--- src/think_tag_stripper_macros.svh ---
// Assertion macros for the think tag stripper.
`ifndef THINK_TAG_STRIPPER_MACROS_SVH
`define THINK_TAG_STRIPPER_MACROS_SVH
`ifndef SYNTHESIS
`define TTS_ASSERT(lbl, clk, rstn, prop, msg) \
  lbl: assert property (@(posedge clk) disable iff (!rstn) (prop)) else $error(msg);
`define TTS_ASSERT_NEXT(lbl, clk, rstn, ante, cons, msg) \
  lbl: assert property (@(posedge clk) disable iff (!rstn) (ante) |=> (cons)) else $error(msg);
`else
`define TTS_ASSERT(lbl, clk, rstn, prop, msg)
`define TTS_ASSERT_NEXT(lbl, clk, rstn, ante, cons, msg)
`endif
`endif

--- src/tts_pkg.sv ---
// Shared constants, types and character helpers of the think tag stripper.
package tts_pkg;

  localparam int unsigned HOLD_DEPTH  = 32;
  localparam int unsigned LENGTH_BITS = 24;
  localparam int unsigned HOLD_PTR_W  = $clog2(HOLD_DEPTH);
  localparam int unsigned HOLD_CNT_W  = $clog2(HOLD_DEPTH + 1);
  localparam int unsigned KEPT_W      = 24;

  localparam logic [7:0] CH_LT    = 8'h3C;
  localparam logic [7:0] CH_GT    = 8'h3E;
  localparam logic [7:0] CH_SLASH = 8'h2F;
  localparam logic [7:0] CH_SPACE = 8'h20;
  localparam logic [7:0] CH_TAB   = 8'h09;
  localparam logic [7:0] CH_LF    = 8'h0A;
  localparam logic [7:0] CH_CR    = 8'h0D;
  localparam logic [7:0] CASE_BIT = 8'h20;

  typedef enum logic [1:0] {
    WS_SPACE,
    WS_TAB,
    WS_LF,
    WS_CR
  } ws_code_e;

  typedef struct packed {
    logic       en;
    logic [7:0] ch;
    logic       ch_valid;
    logic       last;
    logic       ovf;
  } put_t;

  typedef struct packed {
    logic     push;
    logic     pop;
    logic     rd;
    logic     clear;
    ws_code_e code;
  } hold_req_t;

  typedef struct packed {
    logic     empty;
    logic     full;
    ws_code_e code;
  } hold_sts_t;

  // "<think>", lower case letters
  function automatic logic [7:0] open_char(input logic [2:0] idx);
    logic [7:0] ch;
    case (idx)
      3'd0:    ch = CH_LT;
      3'd1:    ch = 8'h74;
      3'd2:    ch = 8'h68;
      3'd3:    ch = 8'h69;
      3'd4:    ch = 8'h6E;
      3'd5:    ch = 8'h6B;
      default: ch = CH_GT;
    endcase
    return ch;
  endfunction

  // "</think>"
  function automatic logic [7:0] close_char(input logic [2:0] idx);
    logic [7:0] ch;
    case (idx)
      3'd0:    ch = CH_LT;
      3'd1:    ch = CH_SLASH;
      3'd2:    ch = 8'h74;
      3'd3:    ch = 8'h68;
      3'd4:    ch = 8'h69;
      3'd5:    ch = 8'h6E;
      3'd6:    ch = 8'h6B;
      default: ch = CH_GT;
    endcase
    return ch;
  endfunction

  function automatic logic is_ws(input logic [7:0] c);
    return (c == CH_SPACE) || (c == CH_TAB) || (c == CH_LF) || (c == CH_CR);
  endfunction

  function automatic ws_code_e ws_encode(input logic [7:0] c);
    ws_code_e code;
    case (c)
      CH_TAB:  code = WS_TAB;
      CH_LF:   code = WS_LF;
      CH_CR:   code = WS_CR;
      default: code = WS_SPACE;
    endcase
    return code;
  endfunction

  function automatic logic [7:0] ws_decode(input ws_code_e code);
    logic [7:0] ch;
    case (code)
      WS_TAB:  ch = CH_TAB;
      WS_LF:   ch = CH_LF;
      WS_CR:   ch = CH_CR;
      default: ch = CH_SPACE;
    endcase
    return ch;
  endfunction

  function automatic logic [HOLD_PTR_W-1:0] hold_ptr_next(input logic [HOLD_PTR_W-1:0] ptr);
    logic [HOLD_PTR_W-1:0] nxt;
    if (ptr == HOLD_PTR_W'(HOLD_DEPTH - 1)) begin
      nxt = '0;
    end else begin
      nxt = ptr + HOLD_PTR_W'(1);
    end
    return nxt;
  endfunction

endpackage

--- src/tts_ifs.sv ---
// Input and result channel interfaces of the think tag stripper.
interface tts_in_if;
  logic       valid;
  logic       ready;
  logic [7:0] text_byte;
  logic       byte_valid;
  logic       end_of_text;

  modport source (output valid, output text_byte, output byte_valid, output end_of_text,
                  input ready);
  modport sink (input valid, input text_byte, input byte_valid, input end_of_text,
                output ready);
endinterface

interface tts_out_if;
  logic        valid;
  logic        ready;
  logic [7:0]  out_byte;
  logic        out_valid;
  logic        run_last;
  logic [23:0] kept_length;
  logic        hold_overflow;

  modport source (output valid, output out_byte, output out_valid, output run_last,
                  output kept_length, output hold_overflow, input ready);
  modport sink (input valid, input out_byte, input out_valid, input run_last,
                input kept_length, input hold_overflow, output ready);
endinterface

--- src/tts_ram.sv ---
// Generic single-write, single-read RAM with registered read data.
module tts_ram #(
  parameter int unsigned Width = 8,
  parameter int unsigned Depth = 32,
  localparam int unsigned AddrW = $clog2(Depth)
) (
  input  logic             clk_i,
  input  logic             we_i,
  input  logic [AddrW-1:0] waddr_i,
  input  logic [Width-1:0] wdata_i,
  input  logic             re_i,
  input  logic [AddrW-1:0] raddr_i,
  output logic [Width-1:0] rdata_o
);

  logic [Width-1:0] mem_q [Depth];
  logic [Width-1:0] rdata_q;

  always_ff @(posedge clk_i) begin
    if (we_i) begin
      mem_q[waddr_i] <= wdata_i;
    end
    if (re_i) begin
      rdata_q <= mem_q[raddr_i];
    end
  end

  assign rdata_o = rdata_q;

endmodule

--- src/tts_hold.sv ---
// Trailing whitespace hold queue: ring pointers around the hold RAM.
`include "think_tag_stripper_macros.svh"

module tts_hold (
  input  logic               clk_i,
  input  logic               rst_ni,
  input  tts_pkg::hold_req_t req_i,
  output tts_pkg::hold_sts_t sts_o
);

  logic [tts_pkg::HOLD_PTR_W-1:0] head_q, head_d;
  logic [tts_pkg::HOLD_PTR_W-1:0] tail_q, tail_d;
  logic [tts_pkg::HOLD_CNT_W-1:0] count_q, count_d;
  logic [1:0]                     rdata;
  logic                           full;
  logic                           empty;

  always_comb begin
    head_d  = head_q;
    tail_d  = tail_q;
    count_d = count_q;
    if (req_i.clear) begin
      head_d  = '0;
      tail_d  = '0;
      count_d = '0;
    end else if (req_i.push) begin
      tail_d  = tts_pkg::hold_ptr_next(tail_q);
      count_d = count_q + tts_pkg::HOLD_CNT_W'(1);
    end else if (req_i.pop) begin
      head_d  = tts_pkg::hold_ptr_next(head_q);
      count_d = count_q - tts_pkg::HOLD_CNT_W'(1);
    end
  end

  always_ff @(posedge clk_i or negedge rst_ni) begin
    if (!rst_ni) begin
      head_q  <= '0;
      tail_q  <= '0;
      count_q <= '0;
    end else begin
      head_q  <= head_d;
      tail_q  <= tail_d;
      count_q <= count_d;
    end
  end

  tts_ram #(
    .Width (2),
    .Depth (tts_pkg::HOLD_DEPTH)
  ) u_hold_ram (
    .clk_i   (clk_i),
    .we_i    (req_i.push),
    .waddr_i (tail_q),
    .wdata_i (2'(req_i.code)),
    .re_i    (req_i.rd),
    .raddr_i (head_q),
    .rdata_o (rdata)
  );

  assign empty = (count_q == '0);
  assign full  = (count_q == tts_pkg::HOLD_CNT_W'(tts_pkg::HOLD_DEPTH));

  assign sts_o.empty = empty;
  assign sts_o.full  = full;
  assign sts_o.code  = tts_pkg::ws_code_e'(rdata);

  `TTS_ASSERT(a_push_not_full, clk_i, rst_ni, req_i.push |-> !full, "push into full hold queue")
  `TTS_ASSERT(a_pop_not_empty, clk_i, rst_ni, req_i.pop |-> !empty, "pop from empty hold queue")
  `TTS_ASSERT(a_rd_not_empty, clk_i, rst_ni, req_i.rd |-> !empty, "read of empty hold queue")

endmodule

--- src/tts_scan.sv ---
// Tag matcher and result sequencer: scans bytes, releases tags, drives the hold queue.
`include "think_tag_stripper_macros.svh"

module tts_scan (
  input  logic               clk_i,
  input  logic               rst_ni,
  tts_in_if.sink             text_i,
  input  logic               can_put_i,
  output tts_pkg::put_t      put_o,
  output tts_pkg::hold_req_t hold_req_o,
  input  tts_pkg::hold_sts_t hold_sts_i
);

  typedef enum logic [2:0] {
    S_IDLE,
    S_DISPATCH,
    S_EMIT,
    S_FLUSH,
    S_OVF,
    S_PUT,
    S_END
  } state_e;

  state_e     state_q, state_d;
  logic [3:0] match_q, match_d;
  logic       inside_q, inside_d;
  logic       seen_q, seen_d;
  logic       fresh_q, fresh_d;
  logic       end_q, end_d;
  logic [3:0] rel_n_q, rel_n_d;
  logic [3:0] rel_cnt_q, rel_cnt_d;
  logic [7:0] c_q, c_d;
  logic [7:0] e_q, e_d;
  logic [7:0] buf_q [8];

  logic       buf_we;
  logic [2:0] buf_wa;
  logic [7:0] buf_wd;
  logic [7:0] c_in;
  logic [7:0] c_fold;
  logic [2:0] pp;
  logic       hit;
  logic       fail;
  logic       go_emit;
  logic       work_left;

  assign work_left = (rel_cnt_q != rel_n_q) || fresh_q || end_q;
  assign c_in      = text_i.text_byte;
  assign c_fold    = text_i.text_byte | tts_pkg::CASE_BIT;
  assign pp        = match_q[2:0];

  always_comb begin
    state_d   = state_q;
    match_d   = match_q;
    inside_d  = inside_q;
    seen_d    = seen_q;
    fresh_d   = fresh_q;
    end_d     = end_q;
    rel_n_d   = rel_n_q;
    rel_cnt_d = rel_cnt_q;
    c_d       = c_q;
    e_d       = e_q;
    buf_we    = 1'b0;
    buf_wa    = pp;
    buf_wd    = c_in;
    hit       = 1'b0;
    fail      = 1'b0;
    go_emit   = 1'b0;
    put_o     = '0;
    hold_req_o      = '0;
    hold_req_o.code = tts_pkg::ws_encode(e_q);
    text_i.ready    = 1'b0;

    case (state_q)
      S_IDLE: begin
        text_i.ready = 1'b1;
        if (text_i.valid) begin
          c_d   = c_in;
          end_d = text_i.end_of_text;
          if (text_i.byte_valid && inside_q) begin
            if (pp inside {[3'd2:3'd6]}) begin
              hit = (c_fold == tts_pkg::close_char(pp));
            end else begin
              hit = (c_in == tts_pkg::close_char(pp));
            end
            if (hit && pp == 3'd7) begin
              inside_d = 1'b0;
              match_d  = '0;
            end else if (hit) begin
              match_d = match_q + 4'd1;
            end else if (c_in == tts_pkg::CH_LT) begin
              match_d = 4'd1;
            end else begin
              match_d = '0;
            end
          end else if (text_i.byte_valid) begin
            if (match_q == 4'd0) begin
              if (c_in == tts_pkg::CH_LT) begin
                buf_we  = 1'b1;
                match_d = 4'd1;
              end else begin
                e_d     = c_in;
                go_emit = 1'b1;
              end
            end else if (match_q <= 4'd5) begin
              if (c_fold == tts_pkg::open_char(pp)) begin
                buf_we  = 1'b1;
                match_d = match_q + 4'd1;
              end else begin
                fail = 1'b1;
              end
            end else if (match_q == 4'd6) begin
              if (c_in == tts_pkg::CH_GT) begin
                match_d  = '0;
                inside_d = 1'b1;
              end else if (c_in == tts_pkg::CH_SLASH || c_in == tts_pkg::CH_SPACE) begin
                buf_we  = 1'b1;
                match_d = 4'd7;
              end else begin
                fail = 1'b1;
              end
            end else if (match_q == 4'd7) begin
              if (buf_q[6] == tts_pkg::CH_SLASH && c_in == tts_pkg::CH_GT) begin
                match_d = '0;
              end else if (buf_q[6] == tts_pkg::CH_SPACE && c_in == tts_pkg::CH_SLASH) begin
                buf_we  = 1'b1;
                match_d = 4'd8;
              end else begin
                fail = 1'b1;
              end
            end else begin
              if (c_in == tts_pkg::CH_GT) begin
                match_d = '0;
              end else begin
                fail = 1'b1;
              end
            end
            // failed partial tag: release held text, then rescan this byte
            if (fail) begin
              rel_n_d   = match_q;
              rel_cnt_d = '0;
              match_d   = '0;
              fresh_d   = 1'b1;
            end
          end
          if (fail || (text_i.end_of_text && !go_emit)) begin
            state_d = S_DISPATCH;
          end else if (go_emit) begin
            state_d = S_EMIT;
          end
        end
      end

      S_DISPATCH: begin
        if (rel_cnt_q != rel_n_q) begin
          e_d       = buf_q[rel_cnt_q[2:0]];
          rel_cnt_d = rel_cnt_q + 4'd1;
          state_d   = S_EMIT;
        end else if (fresh_q) begin
          fresh_d = 1'b0;
          if (c_q == tts_pkg::CH_LT) begin
            buf_we  = 1'b1;
            buf_wa  = '0;
            buf_wd  = c_q;
            match_d = 4'd1;
          end else begin
            e_d     = c_q;
            state_d = S_EMIT;
          end
        end else if (end_q) begin
          if (!inside_q && match_q != 4'd0) begin
            rel_n_d   = match_q;
            rel_cnt_d = '0;
            match_d   = '0;
          end else begin
            state_d = S_END;
          end
        end else begin
          state_d = S_IDLE;
        end
      end

      S_EMIT: begin
        if (tts_pkg::is_ws(e_q)) begin
          if (!seen_q) begin
            state_d = work_left ? S_DISPATCH : S_IDLE;
          end else if (hold_sts_i.full) begin
            hold_req_o.rd = 1'b1;
            state_d       = S_OVF;
          end else begin
            hold_req_o.push = 1'b1;
            state_d         = work_left ? S_DISPATCH : S_IDLE;
          end
        end else begin
          seen_d = 1'b1;
          if (!hold_sts_i.empty) begin
            hold_req_o.rd = 1'b1;
            state_d       = S_FLUSH;
          end else begin
            state_d = S_PUT;
          end
        end
      end

      S_FLUSH, S_OVF: begin
        if (can_put_i) begin
          put_o.en       = 1'b1;
          put_o.ch       = tts_pkg::ws_decode(hold_sts_i.code);
          put_o.ch_valid = 1'b1;
          put_o.ovf      = (state_q == S_OVF);
          hold_req_o.pop = 1'b1;
          state_d        = S_EMIT;
        end
      end

      S_PUT: begin
        if (can_put_i) begin
          put_o.en       = 1'b1;
          put_o.ch       = e_q;
          put_o.ch_valid = 1'b1;
          state_d        = work_left ? S_DISPATCH : S_IDLE;
        end
      end

      S_END: begin
        if (can_put_i) begin
          put_o.en         = 1'b1;
          put_o.last       = 1'b1;
          hold_req_o.clear = 1'b1;
          match_d   = '0;
          inside_d  = 1'b0;
          seen_d    = 1'b0;
          fresh_d   = 1'b0;
          end_d     = 1'b0;
          rel_n_d   = '0;
          rel_cnt_d = '0;
          state_d   = S_IDLE;
        end
      end

      default: state_d = S_IDLE;
    endcase
  end

  always_ff @(posedge clk_i or negedge rst_ni) begin
    if (!rst_ni) begin
      state_q   <= S_IDLE;
      match_q   <= '0;
      inside_q  <= 1'b0;
      seen_q    <= 1'b0;
      fresh_q   <= 1'b0;
      end_q     <= 1'b0;
      rel_n_q   <= '0;
      rel_cnt_q <= '0;
    end else begin
      state_q   <= state_d;
      match_q   <= match_d;
      inside_q  <= inside_d;
      seen_q    <= seen_d;
      fresh_q   <= fresh_d;
      end_q     <= end_d;
      rel_n_q   <= rel_n_d;
      rel_cnt_q <= rel_cnt_d;
    end
  end

  always_ff @(posedge clk_i) begin
    c_q <= c_d;
    e_q <= e_d;
    if (buf_we) begin
      buf_q[buf_wa] <= buf_wd;
    end
  end

  `TTS_ASSERT(a_put_has_slot, clk_i, rst_ni, put_o.en |-> can_put_i, "result put while output slot busy")
  `TTS_ASSERT_NEXT(a_end_resets, clk_i, rst_ni, put_o.en && put_o.last, match_q == 4'd0 && !inside_q && !seen_q && state_q == S_IDLE, "state not cleared after end of text")

endmodule

--- src/think_tag_stripper.sv ---
// Top level of the think tag stripper: scanner, hold queue, result register and length count.
// An item is taken only while the sequencer is idle; a plain character passes the emit and
// put states into the result register before the next item is taken. Dropped tag bytes
// leave the sequencer idle, whitespace passes the emit state, and the end item passes the
// dispatch and end states after any released tag text. Held whitespace is released through
// the flush and emit states. Async active-low reset clears control state, not the hold RAM.
`include "think_tag_stripper_macros.svh"

module think_tag_stripper (
  input  logic       clk_i,
  input  logic       rst_ni,
  tts_in_if.sink     text_i,
  tts_out_if.source  result_o
);

  tts_pkg::put_t      put;
  tts_pkg::hold_req_t hold_req;
  tts_pkg::hold_sts_t hold_sts;
  logic               can_put;

  logic                            ovld_q;
  logic [7:0]                      byte_q;
  logic                            chv_q;
  logic                            last_q;
  logic                            ovf_q;
  logic [tts_pkg::KEPT_W-1:0]      kept_q;
  logic [tts_pkg::LENGTH_BITS-1:0] len_q, len_d, len_next;

  assign can_put = !ovld_q || result_o.ready;

  tts_scan u_scan (
    .clk_i      (clk_i),
    .rst_ni     (rst_ni),
    .text_i     (text_i),
    .can_put_i  (can_put),
    .put_o      (put),
    .hold_req_o (hold_req),
    .hold_sts_i (hold_sts)
  );

  tts_hold u_hold (
    .clk_i  (clk_i),
    .rst_ni (rst_ni),
    .req_i  (hold_req),
    .sts_o  (hold_sts)
  );

  always_comb begin
    len_next = len_q;
    if (put.ch_valid && len_q != '1) begin
      len_next = len_q + tts_pkg::LENGTH_BITS'(1);
    end
    len_d = len_q;
    if (put.en) begin
      len_d = put.last ? '0 : len_next;
    end
  end

  always_ff @(posedge clk_i or negedge rst_ni) begin
    if (!rst_ni) begin
      ovld_q <= 1'b0;
      len_q  <= '0;
    end else begin
      len_q <= len_d;
      if (put.en) begin
        ovld_q <= 1'b1;
      end else if (result_o.ready) begin
        ovld_q <= 1'b0;
      end
    end
  end

  always_ff @(posedge clk_i) begin
    if (put.en) begin
      byte_q <= put.ch;
      chv_q  <= put.ch_valid;
      last_q <= put.last;
      ovf_q  <= put.ovf;
      kept_q <= tts_pkg::KEPT_W'(len_next);
    end
  end

  assign result_o.valid         = ovld_q;
  assign result_o.out_byte      = byte_q;
  assign result_o.out_valid     = chv_q;
  assign result_o.run_last      = last_q;
  assign result_o.kept_length   = kept_q;
  assign result_o.hold_overflow = ovf_q;

  `TTS_ASSERT(a_ovf_is_char, clk_i, rst_ni, put.en && put.ovf |-> put.ch_valid && !put.last, "overflow flag on a non-character item")

endmodule

--- src/flat_wrapper.sv ---
// flat-port wrapper written by rule: the top's interface ports become plain ports
module think_tag_stripper_flat 
  (clk_i, rst_ni, text_i_valid, text_i_text_byte, text_i_byte_valid, text_i_end_of_text, text_i_ready, result_o_valid, result_o_out_byte, result_o_out_valid, result_o_run_last, result_o_kept_length, result_o_hold_overflow, result_o_ready);
  tts_in_if text_i_i ();
  tts_out_if result_o_i ();
  input  logic clk_i;
  input  logic rst_ni;
  input wire logic [$bits(text_i_i.valid)-1:0] text_i_valid;
  input wire logic [$bits(text_i_i.text_byte)-1:0] text_i_text_byte;
  input wire logic [$bits(text_i_i.byte_valid)-1:0] text_i_byte_valid;
  input wire logic [$bits(text_i_i.end_of_text)-1:0] text_i_end_of_text;
  output wire logic [$bits(text_i_i.ready)-1:0] text_i_ready;
  output wire logic [$bits(result_o_i.valid)-1:0] result_o_valid;
  output wire logic [$bits(result_o_i.out_byte)-1:0] result_o_out_byte;
  output wire logic [$bits(result_o_i.out_valid)-1:0] result_o_out_valid;
  output wire logic [$bits(result_o_i.run_last)-1:0] result_o_run_last;
  output wire logic [$bits(result_o_i.kept_length)-1:0] result_o_kept_length;
  output wire logic [$bits(result_o_i.hold_overflow)-1:0] result_o_hold_overflow;
  input wire logic [$bits(result_o_i.ready)-1:0] result_o_ready;
  assign text_i_i.valid = text_i_valid;
  assign text_i_i.text_byte = text_i_text_byte;
  assign text_i_i.byte_valid = text_i_byte_valid;
  assign text_i_i.end_of_text = text_i_end_of_text;
  assign text_i_ready = text_i_i.ready;
  assign result_o_valid = result_o_i.valid;
  assign result_o_out_byte = result_o_i.out_byte;
  assign result_o_out_valid = result_o_i.out_valid;
  assign result_o_run_last = result_o_i.run_last;
  assign result_o_kept_length = result_o_i.kept_length;
  assign result_o_hold_overflow = result_o_i.hold_overflow;
  assign result_o_i.ready = result_o_ready;
  think_tag_stripper u_core (.clk_i(clk_i), .rst_ni(rst_ni), .text_i(text_i_i), .result_o(result_o_i));
endmodule
--- config.mk ---
export PLATFORM = sky130hd
export DESIGN_NAME = think_tag_stripper_flat
export DESIGN_NICKNAME = d
export VERILOG_FILES = /design/src/tts_pkg.sv /design/src/tts_ifs.sv /design/src/tts_ram.sv /design/src/tts_hold.sv /design/src/tts_scan.sv /design/src/think_tag_stripper.sv /design/src/flat_wrapper.sv
export VERILOG_INCLUDE_DIRS = /design/src /design/src/src
export SDC_FILE = /design/constraint.sdc
export NUM_CORES = 1
export LEC_CHECK = 0
export BUFFER_PORTS_ARGS = -buffer_cell sky130_fd_sc_hd__buf_2
export CORE_MARGIN = 1
export CORE_UTILIZATION = 55
export DETAILED_ROUTE_END_ITERATION = 10
export PLACE_DENSITY_LB_ADDON = 0.08
export SETUP_SLACK_MARGIN = 0.2
export SYNTH_ARGS = -nofsm -noshare
export SYNTH_HDL_FRONTEND = slang
export SYNTH_SLANG_ARGS = --single-unit
--- constraint.sdc ---
create_clock -name clk_i -period 8.35 [get_ports clk_i]
set_clock_uncertainty 0.2 [all_clocks]
set_input_delay 1.2525 -clock clk_i [delete_from_list [all_inputs] [get_ports clk_i]]
set_output_delay 1.2525 -clock clk_i [all_outputs]
set_load 0.03 [all_outputs]
* Word level (Yosys, flattened, before mapping) *
Memory sizes are Yosys's and may differ from the RTL's. A register that Yosys moved wholly into a read port is not among the register bits.
Cells that the tools add are included.

word-level totals
  memory bits (writable) = 128
  flip-flop bits (word level) = 111
  memories kept = 2
  output and inout bits = 37

memories
  name                            words  bits a word  read ports  clocked after Yosys merged registers in  wr ports  RTL line        source
  u_core.u_hold.u_hold_ram.mem_q  32     2            1           1                                        1         tts_ram.sv:16   logic [Width-1:0] mem_q [Depth];
  u_core.u_scan.buf_q             8      8            2           0                                        1         tts_scan.sv:34  logic [7:0] buf_q [8];

operators by class
  reduce and logical (&&, ||, !) cells = 45
  equal/unequal tests = 74
  add/subtract/negate cells = 7
  $lt $le $gt $ge = 3
  muxes and demuxes = 193

operator list
  operator                                                                number
  8-bit two-way mux                                                       26
  4-bit two-way mux                                                       37
  1-bit two-way mux                                                       81
  8-bit by 6-bit equality test with 1-bit output (second input constant)  8
  3-bit two-way mux                                                       19
  7-bit one-hot mux with 7 select lines                                   1
  24-bit two-way mux                                                      2
  3-bit inequality test (second input constant)                           15
  7-bit one-hot mux with 6 select lines                                   1
  4-bit one-hot mux with 3 select lines                                   3
  5-bit two-way mux                                                       7
  24-bit by 1-bit adder with 24-bit output (second input constant)        1
  8-bit by 4-bit equality test with 1-bit output (second input constant)  3
  8-bit equality test                                                     3
  24-bit inequality test (second input constant)                          1
  2-bit inequality test (second input constant)                           11
  3-bit equality test (second input constant)                             7
  10-bit two-way mux                                                      2
  6-bit two-way mux                                                       3
  3-bit one-hot mux with 6 select lines                                   1
  6-bit one-hot mux with 3 select lines                                   1
  9-bit one-hot mux with 2 select lines                                   1
  9-bit AND reduction                                                     2
  8-bit inequality test (second input constant)                           2
  other kinds (40)                                                        84

* Logic depth before layout (Yosys ltp) *
  depth after elaboration = 24
  gate-level depth with buffers = 14
  mapped depth without buffers = 13

* Modules after synthesis *
A second synthesis with hierarchy kept.

unflattened totals
  cells, all modules = 1038
  area, all modules = 12346.8 µm²

by module, submodules not included
  module              instances  area each (µm²)  cells each
  tts_scan            1          5616.6           499
  think_tag_stripper  1          2910.3           249
  tts_ram             1          2803.9           184
  tts_hold            1          1016.0           106

* Worst setup path after synthesis *
No wires, ideal clock.

  path kind = input-to-reg
  start = input port text_i_text_byte[1]
  end = memory u_core.u_scan.buf_q[5][0] (enable)
  path slack = 4.481 ns
  path buffers = 1
  setup time = 0.383 ns
  data arrival time = 3.285 ns
  stages on the path = 9
  required time = 7.767 ns
  path through = clkbuf_1 -> or4_1 -> nand2_1 -> nand4_1 -> a21oi_1 -> nor2_1 -> a211oi_1 -> nand2_1 -> nor3_1

on the way
  cells in the longest elaborated chain, start to end = 14
  elaborated cells between the ends (all ways) = 24

ends and longest elaborated chain
  what                                            RTL line                          source
  from (decl)                                     flat_wrapper.sv:9                 input wire logic [$bits(text_i_i.text_byte)-1:0] text_i_text_byte;
  8-bit by 6-bit equality test with 1-bit output  tts_scan.sv:116, tts_scan.sv:125
  1-bit logical AND                               tts_scan.sv:125                   end else if (buf_q[6] == tts_pkg::CH_SPACE && c_in == tts_pkg::CH_SLASH) begin
  1-bit two-way mux                               tts_scan.sv:125
  1-bit two-way mux                               tts_scan.sv:123                   if (buf_q[6] == tts_pkg::CH_SLASH && c_in == tts_pkg::CH_GT) begin
  1-bit two-way mux                               tts_scan.sv:122                   end else if (match_q == 4'd7) begin
  1-bit two-way mux                               tts_scan.sv:112                   end else if (match_q == 4'd6) begin
  1-bit two-way mux                               tts_scan.sv:105                   end else if (match_q <= 4'd5) begin
  1-bit two-way mux (*)                           tts_scan.sv:97                    if (match_q == 4'd0) begin
  1-bit two-way mux (*)                           tts_scan.sv:96                    end else if (text_i.byte_valid) begin
  1-bit two-way mux (*)                           tts_scan.sv:80                    if (text_i.byte_valid && inside_q) begin
  1-bit two-way mux (*)                           tts_scan.sv:77                    if (text_i.valid) begin
  1-bit one-hot mux with 2 select lines (*)       tts_scan.sv:74                    case (state_q)
  1-bit two-way mux (*)                           tts_scan.sv:270                   if (buf_we) begin
  1-bit two-way mux (implied by the code) (*)     tts_scan.sv:271                   buf_q[buf_wa] <= buf_wd;
  to (decl)                                       tts_scan.sv:34

Every way passes the cells marked *; elsewhere a longest branch is shown, timed or not.

* Final worst setup path *
  start = register u_core.u_scan.match_q[1]
  end = memory u_core.u_scan.buf_q[3][4] (enable)

on the way
  cells in the longest elaborated chain, start to end = 18
  elaborated cells between the ends (all ways) = 33

ends and longest elaborated chain
  what                                               RTL line         source
  from (decl)                                        tts_scan.sv:25   logic [3:0] match_q, match_d;
  from (signal assigned)                             tts_scan.sv:257  match_q <= match_d;
  3-bit equality test, or another cell as far along  tts_pkg.sv:51    case (idx)
  7-bit one-hot mux with 6 select lines              tts_pkg.sv:51
  8-bit two-way mux                                  tts_scan.sv:105
  8-bit two-way mux                                  tts_scan.sv:97
  8-bit two-way mux                                  tts_scan.sv:96
  8-bit two-way mux                                  tts_scan.sv:80
  8-bit two-way mux                                  tts_scan.sv:77
  8-bit two-way mux                                  tts_scan.sv:74
  [... 2 more ...]                                   --
  1-bit two-way mux                                  tts_scan.sv:105
  1-bit two-way mux                                  tts_scan.sv:97
  1-bit two-way mux                                  tts_scan.sv:96
  1-bit two-way mux                                  tts_scan.sv:80
  1-bit two-way mux                                  tts_scan.sv:77
  1-bit one-hot mux with 2 select lines              tts_scan.sv:74
  1-bit two-way mux                                  tts_scan.sv:270
  1-bit two-way mux (implied by the code)            tts_scan.sv:271

Parallel ways exist; a longest one is shown, timed or not. The select of a mux whose other input is x is not followed.

==> results.yml <==
outcome:
  status: "finished, violations left"
  violations: "design-rule violations"
place:
  place_inst: 1207
  gp_congestion: 0.8954
  port_buffers: 50
  post-dp-hpwl_microns: 17470
power:
  pwr-share-seq_pct: 40.9
  comb_power_share_pct: 31.3
  clockPowerShare_pct: 27.8
  p_sw_share_pct: 34.85
  intPower_uw: 2731
  p_switching_uw: 1461
  ir_drop_mv: 0.1733
  total_power_uw: 4192
  p_per_area_nw_per_um2: 319.9
  leakage_uw: 0.004822
grt:
  grt_max_degree: 61
  track_usage_pct: 23.67
  grt_pass1_wl_microns: 40500
  grt_overflow_total: 0
  grt_pass1_vias: 7540
  antenna_found_initial: 0
floorplanning:
  pin_count: 51
  rows: 53
  dieHeight_microns: 148.1
  die_x_microns: 148.1
  core_sq_um: 20960
  die_area_sq_um: 21920
  start_util_pct: 56.00
min_path:
  hp-class: "flop to flop"
sta:
  relSlewSlack_pct: 10.91
  setup_viol: 0
  setup_tns_ns: 0
  fmax_mhz: 223.1
  finalCritPeriodShare_pct: 53.69
  finalMaxSlewViolations: 0
  hold_viol: 0
  finalCriticalPeriod_ns: 4.483
  grt_setup_unrepaired: "no"
  max_slew.worst_pin.slew_ns: 1.326
synthesis:
  synth_fp_nets: 953
  syn_area_sq_um: 11740
  synth.distinct_cells: 74
  yosys_most_used_dff: "edfxtp_1"
  synth_edf_count: 181
  ys_async_sr_fraction_pct: 24.90
  synth_warnings: 0
  syn_area_per_cell_sq_um: 12.78
  synth-seq-cells: 241
  synth_seq_area_share_pct: 59.11
  synthCells: 918
cells_and_area:
  final_nets: 995
  area_delta_synth_final_pct: 11.64
  n_antenna_cell: 0
  post-route-util_pct: 62.52
  nFillCells: 1625
  layout_common_cells: "181 x edfxtp_1, 88 x nand2_1, 81 x nor2_1"
  layout.cells.non_filler: 1255
  drive_gt1_share_pct: 17.45
  layout_commonest_cell: "edfxtp_1"
clock_network:
  clkTransAtPathRegs_ns: 0.06
  ctsLongestPathBuffers: 3
  ctsHoldBuffers: 0
  ctsResizeCount: 0
  cts_sinks: 241
  cts_setup_buffers: 0
  clk_latency_ns: 0.52
  h-tree-depth: 1
  cts_root_buf: "clkbuf_16"
  cts_tree: "yes"
  cts-buffers-inserted: 26
flow_run:
  drv_cap: 0
routing:
  wl_met2_microns: 12180
  avgViaCountPerCell: 6.067
  met3_length_microns: 1315
  routedWlPerCell_microns: 20.12
  antenna_left: 0
  vias: 7614
  routed.top_layer: "met4"
  wirelength_microns: 25250
  first_pass_iters: 8
  met1Wirelength_microns: 11190
  drt_iter0_markers: 438
  drc: 2
critical_path:
  cp.arrival_ns: 4.41
  path_cells: "inv_1 > ha_1 > a2111oi_2 > xor2_1 > o2111ai_1 > or2_1 > a211oi_1 > nand2_1 > nor3_1"
  crit_type: "flop to flop"
  worst_setup_path_start_kind: "flop"
  critPathCaptureType: "flop"
  crit_required_ns: 8.28
  path_max_fanout: 15
  cpPeakStageDelay_ns: 1.04
  slowest_stage: "nor3_1"
-- critical path, delay by kind of cell (launching register included) --
kind,cells,cell delay (ns)
compound gates,3,0.93
simple gates,3,1.47
fa+ha+maj,1,0.39
buf+inv,1,0.24
flops,1,0.66
xor+xnor,1,0.19
-- flip-flops by register name, summed over array words and instances (netlist names) --
| name | cells |
|---|---|
| u_core.len_q | 24 |
| u_core.result_o.hold_overflow | 1 |
| u_core.result_o.kept_length | 24 |
| u_core.result_o.out_byte | 8 |
| u_core.result_o.out_valid | 1 |
| u_core.result_o.run_last | 1 |
| u_core.result_o.valid | 1 |
| u_core.u_hold.count_q | 6 |
| u_core.u_hold.head_q | 5 |
| u_core.u_hold.tail_q | 5 |
| u_core.u_hold.u_hold_ram.mem_q | 64 |
| u_core.u_hold.u_hold_ram.rdata_o | 2 |
| u_core.u_scan.buf_q | 64 |
| u_core.u_scan.c_q | 8 |
| u_core.u_scan.e_q | 8 |
| u_core.u_scan.end_q | 1 |
| u_core.u_scan.fresh_q | 1 |
| u_core.u_scan.inside_q | 1 |
| u_core.u_scan.match_q | 4 |
| u_core.u_scan.rel_cnt_q | 4 |
| u_core.u_scan.rel_n_q | 4 |
| u_core.u_scan.seen_q | 1 |
| u_core.u_scan.state_q | 3 |
-- cell families after synthesis --
kind of cell               Yosys count  synth area share [%]
AOI/OAI and AO/OA                  139                 7.794
xor gates and xnor gates            37                 2.761
adders and majority gates           21                 2.303
buffers and inverters               64                 2.260
DFF                                241                 59.11
muxes                               77                 10.47
and+or+nand+nor                    339                 15.30
-- power groups by stage --
| stage | combinational [uW] | clock [uW] | sequential, uW |
|---|---|---|---|
| 4_1_cts | 1310 | 1190 | 1710 |
| 3_5_place_dp | 1310 | 0 | 1740 |
| 5_1_grt | 1430 | 1230 | 1740 |
| 6_report | 1310 | 1170 | 1710 |
| 3_3_place_gp | 1280 | 0 | 1720 |
| 2_1_floorplan | 917 | 0 | 1800 |
-- area by class of cell --
cell class,count,area [sq um],area share [%]
inverters,19,71.32,0.5444
clock inverters,17,186.4,1.423
repair buffers,59,317.8,2.426
clock buffers,31,700.7,5.348
well taps,275,344.1,2.626
flip-flops and latches,241,6937,52.95
multi-input cells,613,4544,34.69
-- layer usage --
layer,up-vias,global-route usage [%]
li1,3546,-
met1,3789,33.71
met2,242,38.17
met3,37,3.466
met4,0,6.753
met5,-,0
-- cell usage after synthesis (4+ instances only) --
cell,instances,area [sq um]
mux4_2,36,810.8
and2_1,14,87.58
nor3b_1,10,75.07
nand4_1,10,62.56
nand2b_1,7,43.79
a31oi_1,6,37.54
and3_1,15,93.84
or4_1,6,45.04
a22oi_1,4,30.03
nor2_1,81,304.0
ha_1,20,250.2
edfxtp_1,181,5435
inv_1,17,63.81
clkbuf_1,31,116.4
and4_1,6,52.55
nand3b_1,5,37.54
mux2i_1,35,350.3
nand2_1,88,330.3
o21ai_0,31,155.2
o21ai_1,6,30.03
nand3_1,27,135.1
a21oi_1,36,180.2
or3_1,6,37.54
o31ai_1,5,37.54
buf_2,8,40.04
xnor2_1,14,122.6
nor3_1,18,90.09
nor2b_1,15,93.84
nor4b_1,5,43.79
a22o_1,8,70.07
mux2_2,5,56.30
a21o_1,8,60.06
or2_2,6,37.54
dfrtp_1,60,1501
xor2_1,23,201.4
a211oi_1,7,52.55
-- worst paths after layout --
kind	from	cells after the start	to	slack [ns]
max	u_core.u_scan.match_q[1]$_DFFE_PN0P_	9	u_core.u_scan.buf_q[3][4]$_DFFE_PP_	3.87
min	u_core.len_q[19]$_DFFE_PN0P_	1	u_core.len_q[19]$_DFFE_PN0P_	0.33
max reg2reg	u_core.u_scan.match_q[1]$_DFFE_PN0P_	9	u_core.u_scan.buf_q[3][4]$_DFFE_PP_	3.87
min reg2reg	u_core.len_q[19]$_DFFE_PN0P_	1	u_core.len_q[19]$_DFFE_PN0P_	0.33
max in group asynchronous	rst_ni	2	u_core.len_q[17]$_DFFE_PN0P_	6.70
min in group asynchronous	rst_ni	2	u_core.u_hold.head_q[4]$_DFFE_PN0P_	0.70
-- through the flow --
stage / hold slack (ns) / instance area [sq um] / setup slack, ns
detailed placement: 0.3239 / 12210 / 3.839
finish: 0.3284 / 13100 / 3.867
floorplan: 0.2775 / 11740 / 4.481
CTS: 0.3379 / 13100 / 3.985
global route: 0.3519 / 13100 / 3.699
global placement: 0.3079 / 12210 / 4.051
No activity file was read; power rests on OpenSTA's default activity.
